[config.mk]
export PLATFORM = sky130hd
export DESIGN_NAME = bmh_front
export DESIGN_NICKNAME = d
export VERILOG_FILES = /design/src/hdl/bmh_pkg.sv /design/src/hdl/bmh_front.sv
export SDC_FILE = /design/constraint.sdc
export NUM_CORES = 1
export LEC_CHECK = 0
export BUFFER_PORTS_ARGS = -buffer_cell sky130_fd_sc_hd__buf_2
export CAP_MARGIN = 20
export CORE_MARGIN = 5
export CORE_UTILIZATION = 39
export CTS_BUF_LIST = sky130_fd_sc_hd__clkbuf_8
export CTS_CLUSTER_SIZE = 16
export DETAILED_ROUTE_END_ITERATION = 10
export GPL_TIMING_DRIVEN = 0
export PLACE_DENSITY = 0.79
export SYNTH_ARGS = -nofsm -noshare
export SYNTH_HDL_FRONTEND = slang
export SYNTH_SLANG_ARGS = --single-unit
[constraint.sdc]
create_clock -name aclk -period 1.9 [get_ports aclk]
set_input_delay 0.19 -clock aclk [delete_from_list [all_inputs] [get_ports aclk]]
set_output_delay 0.19 -clock aclk [all_outputs]
set_load 0.1 [all_outputs]
[src/hdl/bmh_pkg.sv]
`default_nettype none

package bmh_pkg;

    localparam int CAPACITY = 1024;
    localparam int DATA_W = 32;
    localparam int ADDR_W = (CAPACITY > 1) ? $clog2(CAPACITY) : 1;
    localparam int CNT_W = $clog2(CAPACITY + 1);
    localparam int IDX_W = ADDR_W + 2;
    localparam int ENTRY_COUNT_W = 11;
    localparam logic [CNT_W-1:0] CAP_CNT = CNT_W'(CAPACITY);

    localparam int QDEPTH = 2;
    localparam int QPTR_W = (QDEPTH > 1) ? $clog2(QDEPTH) : 1;
    localparam int QCNT_W = $clog2(QDEPTH + 1);

    localparam logic OP_INSERT = 1'b0;
    localparam logic OP_EXTRACT = 1'b1;

    localparam logic [1:0] STATUS_DONE = 2'd0;
    localparam logic [1:0] STATUS_FULL = 2'd1;
    localparam logic [1:0] STATUS_EMPTY = 2'd2;

    localparam logic [1:0] KIND_INSERT = 2'd0;
    localparam logic [1:0] KIND_EXTRACT = 2'd1;
    localparam logic [1:0] KIND_REJ_FULL = 2'd2;
    localparam logic [1:0] KIND_REJ_EMPTY = 2'd3;

    typedef struct packed {
        logic               op;
        logic signed [31:0] value;
    } in_word_t;

    typedef struct packed {
        logic signed [31:0]        min_value;
        logic [ENTRY_COUNT_W-1:0]  entry_count;
        logic                      is_empty;
        logic [1:0]                status;
    } out_word_t;

    typedef struct packed {
        logic [1:0]         kind;
        logic signed [31:0] value;
    } cmd_t;

endpackage

`default_nettype wire

[src/hdl/bmh_front.sv]
`default_nettype none

module bmh_front (
    input  wire logic             aclk,
    input  wire logic             aresetn,
    input  wire logic             s_valid,
    output logic                  s_ready,
    input  wire bmh_pkg::in_word_t s_word,
    output logic                  push_valid,
    input  wire logic             push_ready,
    output bmh_pkg::cmd_t         push_cmd
);

    logic [bmh_pkg::CNT_W-1:0] cnt_reg, cnt_next;
    logic                      accept;

    assign s_ready = push_ready;
    assign push_valid = s_valid;
    assign accept = s_valid && push_ready;

    // Classify against the count the heap will hold once earlier words are done
    always_comb begin
        cnt_next = cnt_reg;
        push_cmd.value = s_word.value;
        if (s_word.op == bmh_pkg::OP_INSERT) begin
            if (cnt_reg == bmh_pkg::CAP_CNT) begin
                push_cmd.kind = bmh_pkg::KIND_REJ_FULL;
            end else begin
                push_cmd.kind = bmh_pkg::KIND_INSERT;
                cnt_next = cnt_reg + 1'b1;
            end
        end else begin
            if (cnt_reg == '0) begin
                push_cmd.kind = bmh_pkg::KIND_REJ_EMPTY;
            end else begin
                push_cmd.kind = bmh_pkg::KIND_EXTRACT;
                cnt_next = cnt_reg - 1'b1;
            end
        end
    end

    always_ff @(posedge aclk) begin
        if (!aresetn) begin
            cnt_reg <= '0;
        end else if (accept) begin
            cnt_reg <= cnt_next;
        end
    end

endmodule

`default_nettype wire

==> impl_metrics.tcl, run 1 <==
set metrics [dict create \
    dp_hpwl_um 2050 \
    grt_use_total_pct 13.2 \
    top_layer "met4" \
    crit_slowest_cell "a311o_1" \
    htree_levels 1 \
    cp_max_fo 4 \
    die_area_mm2 0.00396 \
    initial_core_util_pct 40.3 \
    antenna_cells 0 \
    hold_class "input port to flip-flop" \
    power.total_mw 1.26 \
    avgRoutedWirePerCell_um 13.1 \
    fp.dieH_um 62.9 \
    routed-wl-met2_um 1390 \
    crit_family "compound AO/OA/AOI/OAI gates" \
    drc 0 \
    critPathLaunchType "flip-flop" \
    syn_inst 136 \
    clk_path_buf_depth 2 \
    syn_to_final_growth_pct 35.6 \
    grt_overflow 0 \
    rsz0062_at_grt "yes" \
    status "completed" \
    hold_violations 0 \
    tns_ns 0 \
    multi_input_area_um2 656 \
    io_buffers 39 \
    finalSetupViolations 0 \
    numCtsBuffers 3 \
    finalCriticalPeriod_ns 1.83 \
    gp_congestion 0.815 \
    clock-sinks 11 \
    wl_met1_um 1120 \
    largest_reg_flops 11 \
    maxCapViolations 0 \
    fillers 258 \
    synth-seq-cells 11 \
    ir_drop_v 0.000599 \
    final_cells 213 \
    die_w_um 62.9 \
    worstMarginPinSlew_ns 0.674 \
    cpPeakStageDelay_ns 0.40 \
    clkTransAtPathRegs_ns 0.05 \
    async_reset_ff_share_pct 0 \
    cts_tree "yes" \
    place_area_mm2 0.00133 \
    clock_latency_ns 0.25 \
    antenna_found_initial 0 \
    dr.pass1.iters 4 \
    root_buffer "clkbuf_8" \
    synth_edf_count 0 \
    post-place-ws_ns -0.394 \
    slew_viol_final 0 \
    required_ns 2.03 \
    cp_num_buf_inv 0 \
    rows 19 \
    seqCellArea_um2 226 \
    fin_skew_ns 0.00649 \
    relSlewSlack_pct 54.9 \
    grt_pass1_vias 1064 \
    worstSetupEndpointType "flip-flop" \
    wl_met3_um 235 \
    power_density_mw_per_mm2 850 \
    cts_hold_buf 0 \
    period_share_pct 96.4 \
    power.leakage_nw 0.737 \
    drt-initial-drc-count 22 \
    postRouteAntennaNets 0 \
    crit_arrival_ns 1.96 \
    drive_gt1_share_pct 53.8 \
    syn_nets 183 \
    finalWorstSetupSlack_ns 0.0679 \
    wirelength_um 2790 \
    ioPinCount 73 \
    ys.warnings.count 0 \
    viasPerCell 5.04 \
    fmax_ghz 0.546 \
    synthFlopType "dfxtp_1" \
    fin_nets 230 \
    layout_common_cells "buf_4, buf_2, nor2_1, nand2_1, dfxtp_1" \
    synth_cell_types 31 \
    avgSynthCellArea_um2 8.02 \
    grt_pass1_wl_um 4360 \
    grt_max_degree 14 \
    critPathKind "flip-flop to flip-flop" \
    vias 1074 \
    core_mm2 0.00271 \
    path_cells "ha_1 -> a21oi_2 -> nor2b_2 -> a311o_1 -> a221oi_2 -> or4_1 -> nand3_1" \
    syn_area_mm2 0.00109 \
    design_area_mm2 0.00148 \
    synth-seq-area-share_pct 20.2 \
    dp_cells 206 \
]
synthesized netlist by cell type, types with 3 or more instances:
master | number | share of area, %
a211oi_1 | 3 | 2.1
xor2_1 | 3 | 2.4
nand2_1 | 8 | 2.8
ha_1 | 9 | 10
nand4_1 | 3 | 1.7
nor2_1 | 14 | 4.8
buf_4 | 35 | 24
mux2i_1 | 4 | 3.7
a21oi_1 | 9 | 4.1
xnor2_1 | 4 | 3.2
dfxtp_1 | 11 | 20
nand3_1 | 5 | 2.3
inv_1 | 3 | 1.0
nand2b_1 | 3 | 1.7
power by group:
group | switching (mW) | internal (mW)
sequential | 0.0250 | 0.257
clock | 0.102 | 0.143
combinational | 0.513 | 0.217
stage by stage:
| stage | utilization (%) | hold WS (ns) |
|---|---|---|
| detailed placement | 48.9 | 0.480 |
| global route | 54.6 | 0.364 |
| floorplan | - | 0.448 |
| global placement | 48.9 | 0.473 |
| finish | 54.6 | 0.339 |
| CTS | 51.5 | 0.337 |
what timing repair did:
item / in CTS / in global routing
setup buffers: 0 / 3
setup endpoints to repair: 3 / 4
pin swaps: 1 / 6
gates resized for setup: 7 / 15
layout make-up:
cell class                      count  area share [%]
Timing Repair Buffer               42            14.9
Inverter                            4            1.02
Multi-Input combinational cell     84            44.3
Clock inverter                      1           0.254
Clock buffer                        3            2.79
Sequential cell                    11            15.3
Tap cell                           31            2.62
Buffer                             37            18.8
layer usage:
layer	track usage, %	vias to the layer above
met2	22.9	55
li1	-	533
met3	3.96	3
met1	15.0	483
met5	0	-
met4	4.77	0
final timing paths:
path	start	to	slack [ns]	cells after the start
worst max register to register	cnt_reg[1]	cnt_reg[9]	0.07	7
worst min-delay path	aresetn	cnt_reg[10]	0.34	3
worst max-delay path	cnt_reg[1]	cnt_reg[9]	0.07	7
worst min register to register	cnt_reg[10]	cnt_reg[10]	0.48	2
kinds of logic (layout without fill, tap and decap cells):
logic type	after synthesis	count (layout)	synth area share [%]
compound gates	21	21	12.2
simple gates	42	42	19.4
fa+ha+maj	10	10	12.2
xor+xnor	7	7	5.62
flops	11	11	20.2
buf+inv	41	87	26.8
mux	4	4	3.67
worst register-to-register path: stages (launching register included):
cell      delay, ns
dfxtp_2        0.33
ha_1           0.29
a21oi_2        0.15
nor2b_2        0.06
a311o_1        0.40
a221oi_2       0.28
or4_1          0.14
nand3_1        0.06
No activity file was read; power rests on OpenSTA's default activity.
==> run 2: changes to the inputs <==
PLACE_DENSITY = 0.8   (was 0.79)
==> run 2 against run 1 <==
- utilization fell by 1.1 points
- setup slack gained 0.0016 ns
- routed wire length decreased by 7.1%
- sequential share of layout area increased by 0.48 points
- fmax hardly changed
- die area stayed put
- first-iteration DRC count grew 14%
- critical path type is now flip-flop to output port
- largest cell class unchanged
==> impl_metrics.tcl, run 2 (synthesis results as in run 1) <==
set metrics [dict create \
    crit_slowest_cell "buf_2" \
    slew_viol_final 0 \
    fin_nets 229 \
    dr.pass1.iters 4 \
    htree_levels 1 \
    grt_max_degree 14 \
    period_share_pct 96.3 \
    required_ns 1.71 \
    grt_pass1_wl_um 4250 \
    grt_pass1_vias 965 \
    clk_path_buf_depth 2 \
    status "completed" \
    tns_ns 0 \
    clkTransAtPathRegs_ns 0.05 \
    layout_common_cells "buf_2, buf_4, nor2_1" \
    io_buffers 39 \
    design_area_mm2 0.00145 \
    worstMarginPinSlew_ns 0.688 \
    syn_to_final_growth_pct 32.9 \
    drt-initial-drc-count 25 \
    fin_skew_ns 0.00104 \
    clock-sinks 11 \
    switching_share_pct 50.5 \
    power_density_mw_per_mm2 849 \
    avgRoutedWirePerCell_um 12.2 \
    switching_power_uw 622 \
    cpPeakStageDelay_ns 0.42 \
    ioPinCount 73 \
    power.share.sequential_pct 22.7 \
    power.total_mw 1.23 \
    initial_core_util_pct 40.3 \
    viasPerCell 4.78 \
    antenna_found_initial 0 \
    crit_arrival_ns 1.64 \
    finalSetupViolations 0 \
    ir_drop_v 0.000731 \
    clkPwrFrac_pct 19.6 \
    antenna_cells 0 \
    dp_hpwl_um 2050 \
    die_area_mm2 0.00396 \
    maxCapViolations 0 \
    rsz0062_at_grt "yes" \
    fp.dieH_um 62.9 \
    wirelength_um 2590 \
    drc 0 \
    core_mm2 0.00271 \
    vias 1013 \
    cts_hold_buf 0 \
    rows 19 \
    cts_tree "yes" \
    grt_use_total_pct 12.9 \
    power.leakage_nw 0.725 \
    final_common_cell "buf_2" \
    relSlewSlack_pct 54.0 \
    root_buffer "clkbuf_8" \
    postRouteAntennaNets 0 \
    finalCriticalPeriod_ns 1.83 \
    worstSetupEndpointType "output port" \
    gp_congestion 0.770 \
    place_area_mm2 0.00133 \
    finalWorstSetupSlack_ns 0.0694 \
    numCtsBuffers 3 \
    fmax_ghz 0.546 \
    largest_reg_flops 11 \
    drive_gt1_share_pct 51.9 \
    post-place-ws_ns -0.336 \
    p_int_uw 610 \
    clock_latency_ns 0.24 \
    critPathKind "flip-flop to output port" \
    die_w_um 62.9 \
    comb_power_share_pct 57.6 \
    hold_violations 0 \
    grt_overflow 0 \
    critPathLaunchType "flip-flop" \
    cp_max_fo 4 \
    hold_class "input port to flip-flop" \
    path_cells "nor4_1 -> and4_4 -> buf_2" \
]
-- run 2: changes by cell type in the layout (fill, tap and decap cells not counted), sizes merged --
cell	change
buf	-1
clkinv	+1
inv	-1
-- run 2: worst paths after layout --
check | from | end | slack (ns) | cells past startpoint
setup / recovery | cnt_reg[1] | push_cmd[33] | 0.07 | 3
hold / removal | aresetn | cnt_reg[10] | 0.33 | 3
setup reg to reg | cnt_reg[1] | cnt_reg[10] | 0.08 | 8
hold reg to reg | cnt_reg[6] | cnt_reg[6] | 0.48 | 2
-- run 2: repair_timing --
action,in CTS,in global routing
resized for setup,7,9
endpoints found under the setup margin,3,4
buffers inserted,0,2
pin swaps,1,5
-- run 2: worst max-delay path, delay by kind of cell (launching register included) --
family,cells,cell delay (ns)
simple gates,2,0.62
flops,1,0.35
buf+inv,1,0.42
-- run 2: layout make-up --
cell class                      instances  area [um^2]
Tap cell                               31         38.8
Buffer                                 37          278
Clock inverter                          1         5.00
Fill cell                             272         1260
Inverter                                4         15.0
Multi-Input combinational cell         84          631
Sequential cell                        11          229
Clock buffer                            3         41.3
Timing Repair Buffer                   41          213
-- run 2: power groups by stage --
stage | logic [mW] | registers, mW | clock network (mW)
6_report | 0.710 | 0.280 | 0.242
5_1_grt | 0.753 | 0.284 | 0.257
4_1_cts | 0.688 | 0.277 | 0.254
3_5_place_dp | 0.673 | 0.282 | 0
3_3_place_gp | 0.668 | 0.281 | 0
2_1_floorplan | 0.591 | 0.276 | 0
-- run 2: per-layer routing --
metal	GRT usage [%]	share of wire [%]	up-vias	routed length, um
met5	0	0	-	0
met4	5.31	1.5	0	40
met3	3.78	6.0	4	156
met2	22.1	51	31	1330
met1	14.7	41	450	1060
li1	-	-	528	-
-- run 2: through the flow --
step | hold slack [ns] | cells | utilization, %
after global placement | 0.467 | 206 | 48.9
after global routing | 0.370 | 212 | 53.5
final | 0.332 | 212 | 53.5
after detailed placement | 0.476 | 206 | 48.9
after floorplan | 0.448 | 136 | -
after CTS | 0.322 | 210 | 51.5
