## config.mk

```make
export PLATFORM = sky130hd
export DESIGN_NAME = bmh_queue
export DESIGN_NICKNAME = d
export VERILOG_FILES = /design/src/hdl/bmh_pkg.sv /design/src/hdl/bmh_queue.sv
export SDC_FILE = /design/constraint.sdc
export NUM_CORES = 1
export LEC_CHECK = 0
export BUFFER_PORTS_ARGS = -buffer_cell sky130_fd_sc_hd__buf_2
export CORE_MARGIN = 5
export CORE_UTILIZATION = 45
export DETAILED_ROUTE_END_ITERATION = 8
export GPL_ROUTABILITY_DRIVEN = 0
export PLACE_DENSITY = 0.78
export SLEW_MARGIN = 25
export SYNTH_ARGS = -nofsm -noshare
export SYNTH_HDL_FRONTEND = slang
export SYNTH_SLANG_ARGS = --single-unit
```

## constraint.sdc

```tcl
create_clock -name aclk -period 2 [get_ports aclk]
set_input_delay 0.2 -clock aclk [delete_from_list [all_inputs] [get_ports aclk]]
set_output_delay 0.2 -clock aclk [all_outputs]
set_load 0.01 [all_outputs]
```

## src/hdl/bmh_pkg.sv

```systemverilog
`default_nettype none

package bmh_pkg;

    localparam int CAPACITY = 1024;
    localparam int DATA_W = 32;
    localparam int ADDR_W = (CAPACITY > 1) ? $clog2(CAPACITY) : 1;
    localparam int CNT_W = $clog2(CAPACITY + 1);
    localparam int IDX_W = ADDR_W + 2;
    localparam int ENTRY_COUNT_W = 11;
    localparam logic [CNT_W-1:0] CAP_CNT = CNT_W'(CAPACITY);

    localparam int QDEPTH = 2;
    localparam int QPTR_W = (QDEPTH > 1) ? $clog2(QDEPTH) : 1;
    localparam int QCNT_W = $clog2(QDEPTH + 1);

    localparam logic OP_INSERT = 1'b0;
    localparam logic OP_EXTRACT = 1'b1;

    localparam logic [1:0] STATUS_DONE = 2'd0;
    localparam logic [1:0] STATUS_FULL = 2'd1;
    localparam logic [1:0] STATUS_EMPTY = 2'd2;

    localparam logic [1:0] KIND_INSERT = 2'd0;
    localparam logic [1:0] KIND_EXTRACT = 2'd1;
    localparam logic [1:0] KIND_REJ_FULL = 2'd2;
    localparam logic [1:0] KIND_REJ_EMPTY = 2'd3;

    typedef struct packed {
        logic               op;
        logic signed [31:0] value;
    } in_word_t;

    typedef struct packed {
        logic signed [31:0]        min_value;
        logic [ENTRY_COUNT_W-1:0]  entry_count;
        logic                      is_empty;
        logic [1:0]                status;
    } out_word_t;

    typedef struct packed {
        logic [1:0]         kind;
        logic signed [31:0] value;
    } cmd_t;

endpackage

`default_nettype wire

```

## src/hdl/bmh_queue.sv

```systemverilog
`default_nettype none

module bmh_queue (
    input  wire logic          aclk,
    input  wire logic          aresetn,
    input  wire logic          wr_valid,
    output logic               wr_ready,
    input  wire bmh_pkg::cmd_t wr_cmd,
    output logic               rd_valid,
    input  wire logic          rd_ready,
    output bmh_pkg::cmd_t      rd_cmd
);

    bmh_pkg::cmd_t                slot_reg [bmh_pkg::QDEPTH];
    logic [bmh_pkg::QPTR_W-1:0]   wptr_reg, rptr_reg;
    logic [bmh_pkg::QCNT_W-1:0]   cnt_reg;
    logic                         push, pop;

    assign wr_ready = (cnt_reg != bmh_pkg::QCNT_W'(bmh_pkg::QDEPTH));
    assign rd_valid = (cnt_reg != '0);
    assign rd_cmd = slot_reg[rptr_reg];
    assign push = wr_valid && wr_ready;
    assign pop = rd_valid && rd_ready;

    always_ff @(posedge aclk) begin
        if (push) begin
            slot_reg[wptr_reg] <= wr_cmd;
        end
    end

    always_ff @(posedge aclk) begin
        if (!aresetn) begin
            wptr_reg <= '0;
            rptr_reg <= '0;
            cnt_reg <= '0;
        end else begin
            if (push) begin
                wptr_reg <= (wptr_reg == bmh_pkg::QPTR_W'(bmh_pkg::QDEPTH - 1)) ?
                            '0 : wptr_reg + 1'b1;
            end
            if (pop) begin
                rptr_reg <= (rptr_reg == bmh_pkg::QPTR_W'(bmh_pkg::QDEPTH - 1)) ?
                            '0 : rptr_reg + 1'b1;
            end
            if (push && !pop) begin
                cnt_reg <= cnt_reg + 1'b1;
            end else if (pop && !push) begin
                cnt_reg <= cnt_reg - 1'b1;
            end
        end
    end

endmodule

`default_nettype wire

```

==> results by group, run 1 <==
Worst hold path
  – Worst hold path startpoint: wr_cmd[33]
  – Hold Path Stages: 1
  – Min-delay worst type: input pin to flip-flop
  – Hold path endpoint: slot_reg[1][33]$_DFFE_PP_

Finish
  – Area Growth Syn to Fin: 24.4%
  – Final nets: 252
  – Commonest non-fill, non-tap cell in the layout: buf_2
  – Most frequent cells in the layout: buf_2, edfxtp_1, mux2_2, clkbuf_8
  – # diodes: 0
  – Finished Layout Cells: 293
  – Share of layout cells above drive strength 1: 0.578
  – Max FFs per register: 68

Timing
  – Max Clock Freq: 584 MHz
  – Final worst slack: 287 ps
  – Fin crit share: 0.856
  – Unrepaired setup endpoints after global routing: false
  – Final hold violations: 0
  – Rel. slew slack: 0.803
  – Setup TNS: 0 ps
  – Max Clock Skew: 4.58 ps
  – Final Hold Slack: 53.9 ps
  – Setup Viol. Count Final: 0
  – Post-route minimum period: 1710 ps
  – Final Max Tran Viols: 0
  – Actual slew at the worst max-slew pin: 295 ps

Setup path
  – Slowest cell on crit path: dfxtp_2
  – Startpoint Class: flip-flop
  – Worst reg2reg setup slack: 400 ps
  – Crit-path leading delay family: flip-flops
  – Worst-path fanout max: 27
  – FF-to-FF End: cnt_reg[1]$_SDFFE_PN0P_
  – Biggest cell delay along the critical path: 450 ps
  – Critical Path RT: 1800 ps
  – Worst r2r path cells: 5
  – CP endpoint kind: output pin
  – Worst Path Arrival: 1510 ps
  – Critical path type: flip-flop to output pin
  – Crit path cell chain: buf_12, mux2_2, buf_2
  – Worst reg2reg path startpoint: cnt_reg[0]$_SDFFE_PN0P_
  – Crit path buffers/inverters: 2

Routing
  – Post-Route WL: 4.41 mm
  – Via density per instance: 4.75
  – Pre-antenna DRT Iters: 4
  – Antenna Nets Post-Route: 0
  – DR DRC count: 0
  – DR WL/cell: 15.1 µm
  – Initial DRC Count: 70
  – Vias: 1391

Synthesis
  – Post-synthesis average cell area: 20.7 µm²
  – Synth Flop Type: edfxtp_1
  – Syn_nets: 169
  – Post-synthesis register bit count: 73
  – Count of cell types in the netlist: 19
  – Synthesized area: 2690 µm²
  – EDFF count, synth: 68
  – Dominant cells by area after synthesis: edfxtp_1, mux2_2, dfxtp_1
  – Yosys Warn Count: 0
  – Synth area leader: edfxtp_1
  – Syn Inst Count: 130
  – Post-synth ARST share: 0
  – Seq/Total Area, Yosys: 0.797
  – Share of the synthesized area in the top cell type: 0.760

Power
  – Total power: 3980 µW
  – Cell area power density: 1190 nW/µm²
  – Leakage: 0.00125 µW
  – Peak VDD IR: 0.000537 V

Clocking
  – Cts bufs inserted: 9
  – Post-cts gate resize count: 0
  – # hold bufs at CTS: 0
  – CTS root buf: clkbuf_8
  – Worst-skew pair later-pin latency: 330 ps
  – Clock slew at reported path FFs: 70 ps
  – Max H-tree Level: 3
  – Clk buf depth: 2
  – CTS tree: done
  – Clk sink count: 73
  – Setup bufs post-CTS: 0

Floorplanning
  – Die height: 87.3 µm
  – Die span in x: 87.3 µm
  – DIE AREA: 7620 µm²
  – Row cnt: 28
  – I/O pin cnt: 74
  – Starting Density: 0.459
  – Core Region: 5850 µm²

GRT
  – Global Route Usage Sum: 0.122
  – Largest net degree at the start of global routing: 35
  – Initial antenna violation count: 0
  – First-pass GRT wire length: 6.86 mm
  – Vias in the first global route: 1518
  – Total gr overflow: 0

Placed design
  – Pre-CTS setup slack: 411 ps
  – Port Buffers: 73
  – Post-DP HPWL: 3.08 mm
  – Placed cells: 277

Flow run
  – Maxcap violations: 0

Status
  – Status: completed
==> how the worst max path moves through the flow <==
stage	slack, ps	startpoint	cells past startpoint	endpoint
global placement	490	cnt_reg[0]$_SDFFE_PN0P_	5	cnt_reg[1]$_SDFFE_PN0P_
global route	210	flip-flop	3	rd_cmd[13]
detailed placement	410	cnt_reg[0]$_SDFFE_PN0P_	5	cnt_reg[1]$_SDFFE_PN0P_
CTS	240	flip-flop	3	rd_cmd[13]
floorplan	150	cnt_reg[0]$_SDFFE_PN0P_	2	slot_reg[1][0]$_DFFE_PP_
finish	290	flip-flop	3	rd_cmd[13]
==> final cells by class <==
| class | count | area, µm² |
|---|---|---|
| clock buffers | 12 | 135 |
| inverters | 1 | 3.75 |
| flip-flops and latches | 73 | 2140 |
| fillers | 458 | 2510 |
| clock inverters | 4 | 20.0 |
| well taps | 75 | 93.8 |
| repair buffers | 76 | 425 |
| multi-input cells | 52 | 523 |
==> routing by layer <==
layer	vias up	global-route usage	share of wire
met5	-	0	0
met4	0	0.0753	0.022
met3	8	0.0303	0.059
met2	50	0.221	0.54
met1	663	0.126	0.38
li1	670	-	-
==> worst reg2reg max path: stages, from the launching register on <==
cell      delay [ps]
dfxtp_1          360
nand2b_4         170
and2_1           170
ha_1             330
or3_1            350
a21boi_1         150
==> synthesized netlist by cell type, types with 2 or more instances <==
cell      number
edfxtp_1      68
mux2_2        34
dfxtp_1        5
buf_2          4
xnor2_1        2
and2_1         4
==> power breakdown <==
part,internal (µW),switching [µW]
clock,441,471
sequential,1910,85.0
combinational,550,519
==> logic make-up after synthesis <==
group | count (synthesis) | synth area share
AOI/OAI and AO/OA | 5 | 0.0130
xor gates and xnor gates | 3 | 0.00978
adders and majority gates | 1 | 0.00465
buffers and inverters | 5 | 0.00884
DFF | 73 | 0.797
muxes | 34 | 0.142
and+or+nand+nor | 9 | 0.0242
==> stage by stage <==
stage | cell area [µm²] | utilization
after detailed placement | 3190 | 0.545
final | 3340 | 0.572
after global placement | 3190 | 0.545
after floorplan | 2690 | -
after CTS | 3340 | 0.572
after global routing | 3340 | 0.572
Power figures use the tool's default switching activity.
==> inputs of run 2 (changes only) <==
ABC_AREA = 1   (was default)
==> run 2 against run 1 <==
Compared with the run above: global-route usage grew 0.46 points; clock skew grew 2.8 ps; die area grew 5.3%; register-to-register slack gained 20 ps; worst hold slack gained 3.2 ps; sequential cell count is the same; maximum frequency grew 2.8%; sequential share of layout area shrank 2.2 points; final cell count grew 5.8%; non-clock buffer count grew 3; via count grew 4.5%; area after synthesis grew 6.0%; highest routed layer unchanged.
==> results by group, run 2 <==
Power
  – Peak VDD IR: 0.000623 V (+16%)
  – Leakage: 0.00139 µW (+11%)
  – Cell area power density: 1180 nW/µm² (-1.0%)

Finish
  – # diodes: 0 (unchanged)
  – Final Core Density: 0.555 (-0.0171)
  – Max FFs per register: 68 (unchanged)
  – Share of layout cells above drive strength 1: 0.558 (-0.0200)
  – Final nets: 268 (+6.3%)
  – Commonest non-fill, non-tap cell in the layout: buf_2
  – Finished Layout Cells: 310 (+5.8%)
  – Area Growth Syn to Fin: 21.5%
  – Most frequent cells in the layout: buf_2, edfxtp_1, mux2_4, nand2_1, clkbuf_8

Synthesis
  – Synth area leader: edfxtp_1
  – Post-synthesis register bit count: 73 (unchanged)
  – Syn_nets: 182 (+7.7%)
  – Syn Inst Count: 143 (+10%)
  – Synthesized area: 2850 µm² (+6.0%)
  – Seq/Total Area, Yosys: 0.752 (-0.0452)
  – Yosys Warn Count: 0 (unchanged)
  – Synth top cells by count: edfxtp_1, mux2_4, nand2_1
  – Synth Flop Type: edfxtp_1
  – EDFF count, synth: 68 (unchanged)
  – Count of cell types in the netlist: 15 (-4)
  – Post-synthesis average cell area: 19.9 µm² (-3.6%)
  – Share of the synthesized area in the top cell type: 0.717 (-0.0430)
  – Dominant cells by area after synthesis: edfxtp_1, mux2_4, dfxtp_1
  – Most common cell in the synthesized netlist: edfxtp_1
  – Post-synth ARST share: 0 (unchanged)

Timing
  – Fin crit share: 0.833 (-0.0230)
  – Max Clock Skew: 7.35 ps (+2.77 ps)
  – Rel. slew slack: 0.759 (-0.0442)
  – Post-route minimum period: 1670 ps (-46.1 ps)
  – Final Max Tran Viols: 0 (unchanged)
  – Final worst slack: 334 ps (+46.1 ps)
  – Final hold violations: 0 (unchanged)
  – Final Hold Slack: 57.1 ps (+3.23 ps)
  – Unrepaired setup endpoints after global routing: false
  – Actual slew at the worst max-slew pin: 361 ps (+66.4 ps)
  – Setup Viol. Count Final: 0 (unchanged)
  – Max Clock Freq: 600 MHz (+2.8%)
  – Setup TNS: 0 ps (unchanged)

Setup path
  – Startpoint Class: flip-flop
  – Worst Path Arrival: 1470 ps (-40 ps)
  – Critical path type: flip-flop to output pin
  – Worst-path fanout max: 19 (-30%)
  – Critical Path RT: 1800 ps (about the same)
  – Biggest cell delay along the critical path: 340 ps (-110 ps)
  – Crit-path leading delay family: buffers and inverters
  – Crit path cell chain: buf_4, mux2_4, buf_2
  – Slowest cell on crit path: mux2_4
  – CP endpoint kind: output pin
  – Crit path buffers/inverters: 2 (unchanged)

Clocking
  – Clk sink count: 73 (unchanged)
  – Setup bufs post-CTS: 0 (unchanged)
  – Max H-tree Level: 3 (unchanged)
  – Worst-skew pair later-pin latency: 330 ps (about the same)
  – Clk buf depth: 2 (unchanged)
  – CTS root buf: clkbuf_8
  – CTS tree: done
  – # hold bufs at CTS: 0 (unchanged)
  – Post-cts gate resize count: 0 (unchanged)
  – Cts bufs inserted: 9 (unchanged)
  – Clock slew at reported path FFs: 70 ps (about the same)

Floorplanning
  – DIE AREA: 8020 µm² (+5.3%)
  – Core Region: 6240 µm² (+6.7%)
  – Die span in x: 89.6 µm (+2.6%)
  – I/O pin cnt: 74 (unchanged)
  – Starting Density: 0.456 (-0.00287)
  – Die height: 89.6 µm (+2.6%)
  – Row cnt: 29 (+3.6%)

Routing
  – DR WL/cell: 15.2 µm (+0.77%)
  – Pre-antenna DRT Iters: 4 (unchanged)
  – Initial DRC Count: 76 (+8.6%)
  – Post-Route WL: 4.70 mm (+6.6%)
  – Vias: 1454 (+4.5%)
  – Antenna Nets Post-Route: 0 (unchanged)
  – Via density per instance: 4.69 (-1.2%)
  – DR DRC count: 0 (unchanged)

Placed design
  – Port Buffers: 73 (unchanged)
  – Pre-CTS setup slack: 439 ps (+28.1 ps)
  – Placed cells: 295 (+6.5%)
  – Post-DP HPWL: 3.33 mm (+8.1%)

GRT
  – First-pass GRT wire length: 7.24 mm (+5.5%)
  – Total gr overflow: 0 (unchanged)
  – Global Route Usage Sum: 0.127 (+0.00465)
  – Vias in the first global route: 1572 (+3.6%)
  – Largest net degree at the start of global routing: 20 (-43%)
  – Initial antenna violation count: 0 (unchanged)

Status
  – Status: completed

Flow run
  – Maxcap violations: 0 (unchanged)

Worst hold path
  – Min-delay worst type: input pin to flip-flop
run 2: changes by cell type in the layout (fill, tap and decap cells not counted), moves of 4 or more:
cell	previous run	this run
nor2_1	0	6
inv_1	1	8
mux2_2	34	4
and2_1	4	0
mux2_4	0	30
nand2_1	0	9
buf_4	0	6
run 2: cell families (layout without fill, tap and decap cells):
family	Yosys count	count (layout)	share of synthesized area
muxes	34	34	0.174
buffers and inverters	12	102	0.0356
AOI/OAI and AO/OA	4	4	0.00790
and+or+nand+nor	19	19	0.0263
DFF	73	73	0.752
adders and majority gates	1	1	0.00439
run 2: per-stage QoR:
step	total power (µW)	instance area [µm²]
global placement	3160	3300
global route	4310	3460
CTS	4140	3460
detailed placement	3200	3300
floorplan	2860	2850
finish	4080	3460
run 2: where the power goes:
part           switching (µW)  internal [µW]  total (µW)
Combinational             577            561        1140
Sequential               69.0           1930        2000
Clock                     502            433         935
run 2: layer usage:
layer / part of all wire / routed length [µm] / track usage
met1: 0.40 / 1880 / 0.143
met2: 0.51 / 2420 / 0.215
met3: 0.064 / 301 / 0.0365
met4: 0.022 / 104 / 0.0731
met5: 0 / 0 / 0
run 2: layout make-up:
cell class,count,area [µm²]
Clock buffer,9,124
Clock inverter,6,36.3
Fill cell,524,2780
Inverter,8,30.0
Multi-Input combinational cell,58,621
Sequential cell,73,2140
Tap cell,77,96.3
Timing Repair Buffer,79,410
run 2: worst paths after layout:
check	startpoint	endpoint	slack, ps	cells past startpoint
worst max-delay path	flip-flop	rd_cmd[31]	330	3
worst min-delay path	wr_cmd[22]	slot_reg[1][22]$_DFFE_PP_	60	1
worst max register to register	cnt_reg[0]$_SDFFE_PN0P_	cnt_reg[1]$_SDFFE_PN0P_	420	10
worst min register to register	rptr_reg$_SDFFE_PN0P_	flip-flop	510	2
run 2: worst reg2reg max path, delay by kind of cell (launching register included):
family / cells / cell delay [ps]
DFF: 1 / 330
adders and majority gates: 1 / 340
and+or+nand+nor: 5 / 530
buffers and inverters: 4 / 340
==> inputs of run 3 (changes only) <==
clock period = 1.7 ns   (was 2 ns; I/O delays follow)
==> run 3 against run 2 <==
Compared with the run above: die area did not move; clock power rose by 17%; non-clock buffer count fell by 3; utilization rose by 0.32 points.
==> results by group, run 3 (synthesis gave the netlist of run 2 again) <==
Clocking
  – Clock slew at reported path FFs: 70 ps (about the same)
  – Clk sink count: 73 (unchanged)
  – Worst-skew pair later-pin latency: 330 ps (about the same)
  – CTS root buf: clkbuf_8
  – # hold bufs at CTS: 0 (unchanged)
  – CTS tree: done
  – Cts bufs inserted: 9 (unchanged)
  – Max H-tree Level: 3 (unchanged)
  – Clk buf depth: 2 (unchanged)

Power
  – Leakage: 0.00138 µW (-0.46%)
  – Peak VDD IR: 0.000841 V (+35%)
  – Cell area power density: 1390 nW/µm² (+18%)

Routing
  – DR WL/cell: 15.0 µm (-1.2%)
  – Initial DRC Count: 41 (-46%)
  – Via density per instance: 4.68 (-0.18%)
  – Antenna Nets Post-Route: 0 (unchanged)
  – Vias: 1442 (-0.83%)
  – Pre-antenna DRT Iters: 4 (unchanged)
  – Post-Route WL: 4.62 mm (-1.9%)
  – DR DRC count: 0 (unchanged)

Timing
  – Post-route minimum period: 1630 ps
  – Rel. slew slack: 0.822 (+0.0626)
  – Actual slew at the worst max-slew pin: 268 ps (-93.9 ps)
  – Setup Viol. Count Final: 0 (unchanged)
  – Final hold violations: 0 (unchanged)
  – Max Clock Freq: 615 MHz
  – Fin crit share: 0.956
  – Final Max Tran Viols: 0 (unchanged)
  – Max Clock Skew: 6.44 ps (-0.909 ps)
  – Unrepaired setup endpoints after global routing: false

Placed design
  – Port Buffers: 73 (unchanged)
  – Placed inst area: 3320 µm² (+0.45%)
  – Placed cells: 292 (-1.0%)
  – Post-DP HPWL: 3.17 mm (-4.6%)

Finish
  – Area Growth Syn to Fin: 22.2%
  – # diodes: 0 (unchanged)
  – Max FFs per register: 68 (unchanged)
  – Fillers: 492 (-6.1%)
  – Most frequent cells in the layout: buf_2, edfxtp_1, mux2_4, clkbuf_8
  – Final nets: 265 (-1.1%)
  – Share of layout cells above drive strength 1: 0.550 (-0.00816)
  – Commonest non-fill, non-tap cell in the layout: buf_2
  – Fin area: 3480 µm² (+0.58%)
  – Finished Layout Cells: 308 (-0.65%)

Setup path
  – Critical path type: flip-flop to output pin
  – Worst-path fanout max: 34 (+15)
  – Worst Path Arrival: 1460 ps (about the same)
  – Startpoint Class: flip-flop
  – Critical Path RT: 1530 ps (-270 ps)
  – CP endpoint kind: output pin

GRT
  – Largest net degree at the start of global routing: 35 (+75%)
  – Global Route Usage Sum: 0.116 (-0.0113)
  – Initial antenna violation count: 0 (unchanged)
  – Vias in the first global route: 1479 (-5.9%)
  – First-pass GRT wire length: 6.65 mm (-8.1%)
  – Total gr overflow: 0 (unchanged)

Floorplanning
  – Core Region: 6240 µm² (unchanged)
  – I/O pin cnt: 74 (unchanged)
  – Die height: 89.6 µm (unchanged)
  – Die span in x: 89.6 µm (unchanged)
  – DIE AREA: 8020 µm² (unchanged)
  – Row cnt: 29 (unchanged)
  – Starting Density: 0.456 (unchanged)

Flow run
  – Maxcap violations: 0 (unchanged)

Worst hold path
  – Min-delay worst type: input pin to flip-flop

Status
  – Status: completed
## run 3: power breakdown
| group | leakage, µW | internal, µW | switching (µW) |
|---|---|---|---|
| clock | 0.0000734 | 516 | 577 |
| sequential | 0.000676 | 2270 | 85.5 |
| combinational | 0.000633 | 685 | 687 |
## run 3: final cells by class
type | count | area (µm²) | area share
tap | 77 | 96.3 | 0.0277
clock inverter | 6 | 35.0 | 0.0101
timing repair buffer | 76 | 425 | 0.122
clock buffer | 10 | 128 | 0.0367
multi-input combinational | 58 | 623 | 0.179
sequential | 73 | 2140 | 0.616
inverter | 8 | 30.0 | 0.00863
## run 3: per-stage QoR
| stage | utilization | power (µW) | setup TNS (ps) | hold slack [ps] | setup slack (ps) |
|---|---|---|---|---|---|
| 2_1_floorplan | - | 3360 | -17370 | 269 | -255 |
| 6_report | 0.558 | 4820 | 0 | 25.5 | 74.6 |
| 5_1_grt | 0.558 | 5080 | 0 | 0.101 | 16.2 |
| 3_5_place_dp | 0.531 | 3800 | 0 | 363 | 109 |
| 3_3_place_gp | 0.531 | 3740 | 0 | 359 | 267 |
| 4_1_cts | 0.557 | 4900 | 0 | 1.27 | 38.9 |
## run 3: critical path, cell delays in order (launching register included)
cell	delay [ps]
dfxtp_2	340
buf_12	240
mux2_2	380
buf_2	140
## run 3: final timing paths
| check | cells past startpoint | start | slack, ps | end |
|---|---|---|---|---|
| min | 1 | wr_cmd[17] | 30 | slot_reg[1][17]$_DFFE_PP_ |
| max | 3 | flip-flop | 70 | rd_cmd[19] |
| max reg2reg | 10 | cnt_reg[0]$_SDFFE_PN0P_ | 190 | cnt_reg[1]$_SDFFE_PN0P_ |
| min reg2reg | 2 | rptr_reg$_SDFFE_PN0P_ | 500 | flip-flop |
## run 3: what timing repair did
action,in CTS,in global routing
resized for setup,0,1
endpoints found under the setup margin,0,1
setup buffers,0,0
## run 3: layer usage
layer  share of wire  wire, µm  vias up  global-route usage
li1                -         -      700                   -
met1            0.37      1710      693               0.124
met2            0.54      2510       44               0.203
met3           0.072       331        5              0.0420
met4           0.014        63        0              0.0528
met5               0         0        -                   0
